### src/sv/tea_pkg.sv
package tea_pkg;

    localparam int unsigned ROUNDS = 32;
    localparam int unsigned WORD_W = 32;
    localparam logic [WORD_W-1:0] DELTA = 32'h9e3779b9;

    // register indexes of the key port
    localparam logic [1:0] KEY_A = 2'd0;
    localparam logic [1:0] KEY_B = 2'd1;
    localparam logic [1:0] KEY_C = 2'd2;
    localparam logic [1:0] KEY_D = 2'd3;

    typedef logic [WORD_W-1:0] t_word;

    typedef struct packed {
        logic  valid;
        logic  mode;      // 1: decrypt
        t_word left;
        t_word right;
    } t_item;

    typedef struct packed {
        t_word a;
        t_word b;
        t_word c;
        t_word d;
    } t_key;

    function automatic t_word mix(input t_word w, input t_word sum,
                                  input t_word p, input t_word q);
        t_word shl;
        t_word shr;
        shl = {w[WORD_W-5:0], 4'b0000};
        shr = {5'b00000, w[WORD_W-1:5]};
        return (shl + p) ^ (w + sum) ^ (shr + q);
    endfunction

    // running sum used by round idx; only ever called with constant arguments
    function automatic t_word round_sum(input int unsigned idx, input logic decrypt);
        logic [2*WORD_W-1:0] prod;
        logic [2*WORD_W-1:0] mult;
        mult = decrypt ? 64'(ROUNDS - idx) : 64'(idx + 1);
        prod = 64'(DELTA) * mult;
        return prod[WORD_W-1:0];
    endfunction

endpackage

### src/sv/tea_out_skid.sv
module tea_out_skid (
    input  logic            i_clk,
    input  logic            i_rst_n,
    input  tea_pkg::t_item  i_item,
    output logic            o_ready,
    output tea_pkg::t_item  o_item,
    input  logic            i_tready
);

    tea_pkg::t_item r_out;
    tea_pkg::t_item n_out;
    tea_pkg::t_item r_skid;
    tea_pkg::t_item n_skid;
    logic           w_take;
    logic           w_push;

    assign o_ready = !r_skid.valid;
    assign w_take  = r_out.valid && i_tready;
    // pipeline only moves while the skid slot is empty
    assign w_push  = i_item.valid && !r_skid.valid;

    always_comb begin
        n_out  = r_out;
        n_skid = r_skid;
        if (w_take) begin
            n_out.valid = 1'b0;
        end
        if (r_skid.valid && w_take) begin
            n_out        = r_skid;
            n_skid.valid = 1'b0;
        end else if (w_push) begin
            if (!r_out.valid || w_take) begin
                n_out = i_item;
            end else begin
                n_skid = i_item;
            end
        end
    end

    always_ff @(posedge i_clk) begin
        if (!i_rst_n) begin
            r_out.valid  <= 1'b0;
            r_skid.valid <= 1'b0;
        end else begin
            r_out  <= n_out;
            r_skid <= n_skid;
        end
    end

    assign o_item = r_out;

endmodule
### config.mk
export PLATFORM = sky130hd
export DESIGN_NAME = tea_out_skid
export DESIGN_NICKNAME = d
export VERILOG_FILES = /design/src/sv/tea_pkg.sv /design/src/sv/tea_out_skid.sv
export SDC_FILE = /design/constraint.sdc
export NUM_CORES = 1
export LEC_CHECK = 0
export ABC_AREA = 1
export BUFFER_PORTS_ARGS = -buffer_cell sky130_fd_sc_hd__buf_2
export CAP_MARGIN = 10
export CORE_MARGIN = 2
export CORE_UTILIZATION = 48
export CTS_BUF_LIST = sky130_fd_sc_hd__clkbuf_4
export DETAILED_ROUTE_END_ITERATION = 8
export PLACE_DENSITY = 0.73
export SYNTH_ARGS = -nofsm -noshare
export SYNTH_HDL_FRONTEND = slang
export SYNTH_SLANG_ARGS = --single-unit
### constraint.sdc
create_clock -name i_clk -period 6.8 [get_ports i_clk]
set_input_delay 1.02 -clock i_clk [delete_from_list [all_inputs] [get_ports i_clk]]
set_output_delay 1.02 -clock i_clk [all_outputs]
set_load 0.05 [all_outputs]
* Yosys cells after proc, flatten, opt, wreduce, memory -nomap -nowiden
Index checks and enable logic that the tools add are counted. Widths: inputs -> output; s select.
Cells by class: muxes and demuxes 4, bitwise operators 3, reduce and logical (&&, ||, !) cells 12
Operator list (count):
- $mux 66 | 3
- $reduce_and 4->1 | 1
- $reduce_bool 2->1 | 2
- $logic_and 1x1->1 | 3
- $not 1->1 | 3
- $reduce_and 3->1 | 1
- $logic_not 1->1 | 2
- $reduce_and 2->1 | 1
- $reduce_or 2->1 | 1
- $logic_or 1x1->1 | 1
- $mux 1 | 1
Storage, ports and cells: register bits after elaboration 132, input bits 69, output and inout port bits 67, logic and storage cells 27

* Logic depth before layout (Yosys ltp)
depth after elaboration 5, mapped depth 7, depth with buffers taken out 5

* Worst setup path after synthesis
No wires, ideal clock.
path type input -> register, start input port i_tready, end register r_skid[0] in the netlist's numbering (enable), library setup time 489 ps, arrival 4245 ps, required time 6311 ps, slack 2065 ps, stages 6, path buffers 3, path through buf_4 -> inv_2 -> nand2_4 -> buf_6 -> buf_6 -> nor2_1
On the way: longest elaborated chain between the ends 4, elaborated cells between the ends (all ways) 6, classes of those cells 2 x bitwise; 4 x reduce/logical
Ends and longest elaborated chain:
- start: declaration | line tea_out_skid.sv:7 | input logic i_tready
- $logic_and 1x1->1 * | line tea_out_skid.sv:18 | assign w_take = r_out.valid && i_tready;
- $logic_and 1x1->1 / $logic_or 1x1->1 (equally long branches) | line tea_out_skid.sv:28, tea_out_skid.sv:32
- $not 1->1 (no line)
- $reduce_and 4->1 (no line) *
- end signal: assignment | line tea_out_skid.sv:46 | r_skid <= n_skid;
- end: declaration | line tea_out_skid.sv:12 | tea_pkg::t_item r_skid;
Mark *: on every way between the ends. The rest lies on a longest branch, timed or not. A chain may end at the register's enable or synchronous reset.

* Final worst setup path
start input port i_tready, end register r_out (netlist bit o_item[48]) (enable)
On the way: longest elaborated chain between the ends 4, elaborated cells between the ends (all ways) 6, classes of those cells 6 x reduce/logical
Ends and longest elaborated chain:
- $logic_and 1x1->1 * | line tea_out_skid.sv:18
- $logic_and 1x1->1 / $logic_or 1x1->1 (equally long branches) | line tea_out_skid.sv:28, tea_out_skid.sv:32
- $reduce_bool 2->1 (no line)
- $reduce_and 3->1 (no line) *
- end signal: assignment | line tea_out_skid.sv:45 | r_out <= n_out;
- end: declaration | line tea_out_skid.sv:10 | tea_pkg::t_item r_out;
Marked as above.

==> results.json <==
{
  "routabilityCongestion": 0.777,
  "hold_violations": 0,
  "die_h_microns": 110,
  "cp_slowest_stage_delay_ns": 0.75,
  "dp_hpwl_microns": 6880,
  "grt_pass1_vias": 3366,
  "ios": 136,
  "drt-total-wl_microns": 11400,
  "final_util_pct": 57.8,
  "antenna_cells": 0,
  "hold_depth": 2,
  "coreArea_sq_um": 10800,
  "reg2reg_depth": 6,
  "path_max_fanout": 68,
  "dr.pass1.iters": 5,
  "yosysWarnings": 0,
  "dp.cells": 626,
  "drv_slew": 0,
  "die_area_sq_um": 12000,
  "tritoncts": "built",
  "initial_utilization_pct": 49.3,
  "syn_nets": 453,
  "setup_viol": 0,
  "clk_latency_ns": 0.50,
  "final_nets": 574,
  "ctsHoldBuffers": 0,
  "synth-seq-area-share_pct": 73.8,
  "relSlewSlack_pct": 39.7,
  "power_density_nw_per_um2": 272,
  "clock.fmax_mhz": 264,
  "path_clk_slew_ns": 0.10,
  "crit_top_cell": "buf_4",
  "critPathArrivalTime_ns": 3.94,
  "avgSynthCellArea_sq_um": 13.9,
  "tightest_slew_ns": 0.903,
  "syn_to_final_growth_pct": 17.2,
  "cts_root_buffer": "clkbuf_4",
  "clock_sinks": 132,
  "dpl-instance-area_sq_um": 5980,
  "port_buffers": 135,
  "chipWidth_microns": 110,
  "synthCells": 384,
  "fin_area_sq_um": 6270,
  "synth_area_sq_um": 5350,
  "cp_cell_sequence": "buf_2, buf_4, inv_2, nand2_4, inv_1, nor2_4, buf_4",
  "grt_max_degree": 70,
  "antenna_found_initial": 0,
  "clk_path_buf_depth": 2,
  "fillCellCount": 920,
  "final-instance-count-excl-fill": 657,
  "vias_per_cell": 5.58,
  "crit_slowest_cell": "nor2_4",
  "grt_pass1_wl_microns": 17100,
  "critPathCaptureType": "flip-flop",
  "antenna_left": 0,
  "timing.setup.tns_ns": 0,
  "rsz0062_at_grt": "false",
  "cts_buffers": 17,
  "ir_drop_mv": 0.175,
  "synth_cell_types": 17,
  "fin_crit_ns": 3.79,
  "h-tree-depth": 4,
  "p_leak_nw": 2.54,
  "post-cts-setup-buffer-count": 0,
  "status": "complete, no violations",
  "synth_seq_cells": 132,
  "worstSetupPathType": "input pin to flip-flop",
  "required_ns": 6.95,
  "grtUsageTotal_pct": 19.2,
  "drt_first_iter_violations": 315,
  "clock_skew_ns": 0.0136,
  "start_kind": "input pin",
  "drive_above_1_share_pct": 35.8,
  "grt.overflow.total": 0,
  "num_vias": 3669,
  "hold_class": "flip-flop to flip-flop",
  "drv_cap": 0,
  "drc": 0,
  "wire_per_inst_microns": 17.4,
  "cts_resized": 0,
  "rows": 38,
  "period_share_pct": 55.7,
  "hold_ws_ns": 0.586
}
[flip-flops by register name (all words and copies together), names as in the netlist]
| signal | flops |
|---|---|
| r_skid | 66 |
| o_item | 66 |
[cells in the mapped netlist]
library cell  count  area [sq um]
buf_4             3          22.5
clkbuf_1          4          15.0
nand4_1          65           407
inv_1             3          11.3
nand2_1          72           270
nor2_1            2          7.51
nor2_8            1          20.0
nand3_2          10           100
buf_6            11           124
dfxtp_1           2          40.0
inv_2             1          3.75
edfxtp_1        130          3900
buf_12            1          20.0
nand2_4           1          11.3
a21oi_1           1          5.00
nand3_1          58           290
buf_2            19          95.1
[metal layers]
layer	routed length, microns	global-route usage [%]
met1	4950	27.8
met2	5310	28.5
met3	1060	4.62
met4	84	6.60
met5	0	0
[power breakdown]
part           switching [W]  internal [W]
clock               0.000272      0.000250
combinational       0.000186     0.0000491
sequential        0.00000884      0.000935
total               0.000467       0.00123
[stage by stage]
step / total power (W) / setup WS (ns)
3_3_place_gp: 0.00119 / 2.61
5_1_grt: 0.00176 / 2.76
4_1_cts: 0.00172 / 3.03
2_1_floorplan: 0.00114 / 2.07
6_report: 0.00170 / 3.01
3_5_place_dp: 0.00120 / 2.48
[final cells by class]
type / count / area, sq um / area share (%)
clock inverters: 14 / 163 / 2.60
well taps: 140 / 175 / 2.80
clock buffers: 17 / 128 / 2.04
inverters: 4 / 15.0 / 0.240
flip-flops and latches: 132 / 3950 / 63.0
multi-input cells: 210 / 1130 / 18.0
repair buffers: 140 / 713 / 11.4
[cells by family after synthesis]
logic type	after synthesis	share of synthesized area (%)
buffers and inverters	42	5.45
AOI/OAI and AO/OA	1	0.0935
and+or+nand+nor	209	20.7
DFF	132	73.8
[critical path, delay by kind of cell]
family                 cells  cell delay, ns
buffers and inverters      5            1.51
and+or+nand+nor            2            1.38
[worst paths after layout]
kind                            slack, ns                    start                    to
worst min-delay path                 0.59     r_skid[42]$_DFFE_PP_  o_item[42]$_DFFE_PP_
worst max register to register       3.83  r_skid[65]$_SDFFE_PP0P_  o_item[48]$_DFFE_PP_
worst min register to register       0.59     r_skid[42]$_DFFE_PP_  o_item[42]$_DFFE_PP_
worst max-delay path                 3.01                 i_tready  o_item[48]$_DFFE_PP_
[layout by cell type (no fill, tap or decap)]
cell type	count
inv_1	3
a21oi_1	1
nand3_1	58
clkinvlp_4	4
clkinv_2	1
clkbuf_4	17
inv_2	1
edfxtp_1	130
clkinv_4	2
buf_2	135
nand2_4	1
nand4_1	65
nor2_4	2
dfxtp_2	2
nor2_8	1
nand3_2	10
buf_4	5
inv_6	1
bufinv_16	3
clkinv_1	3
nand2_1	72
No activity file was read; power rests on OpenSTA's default activity.
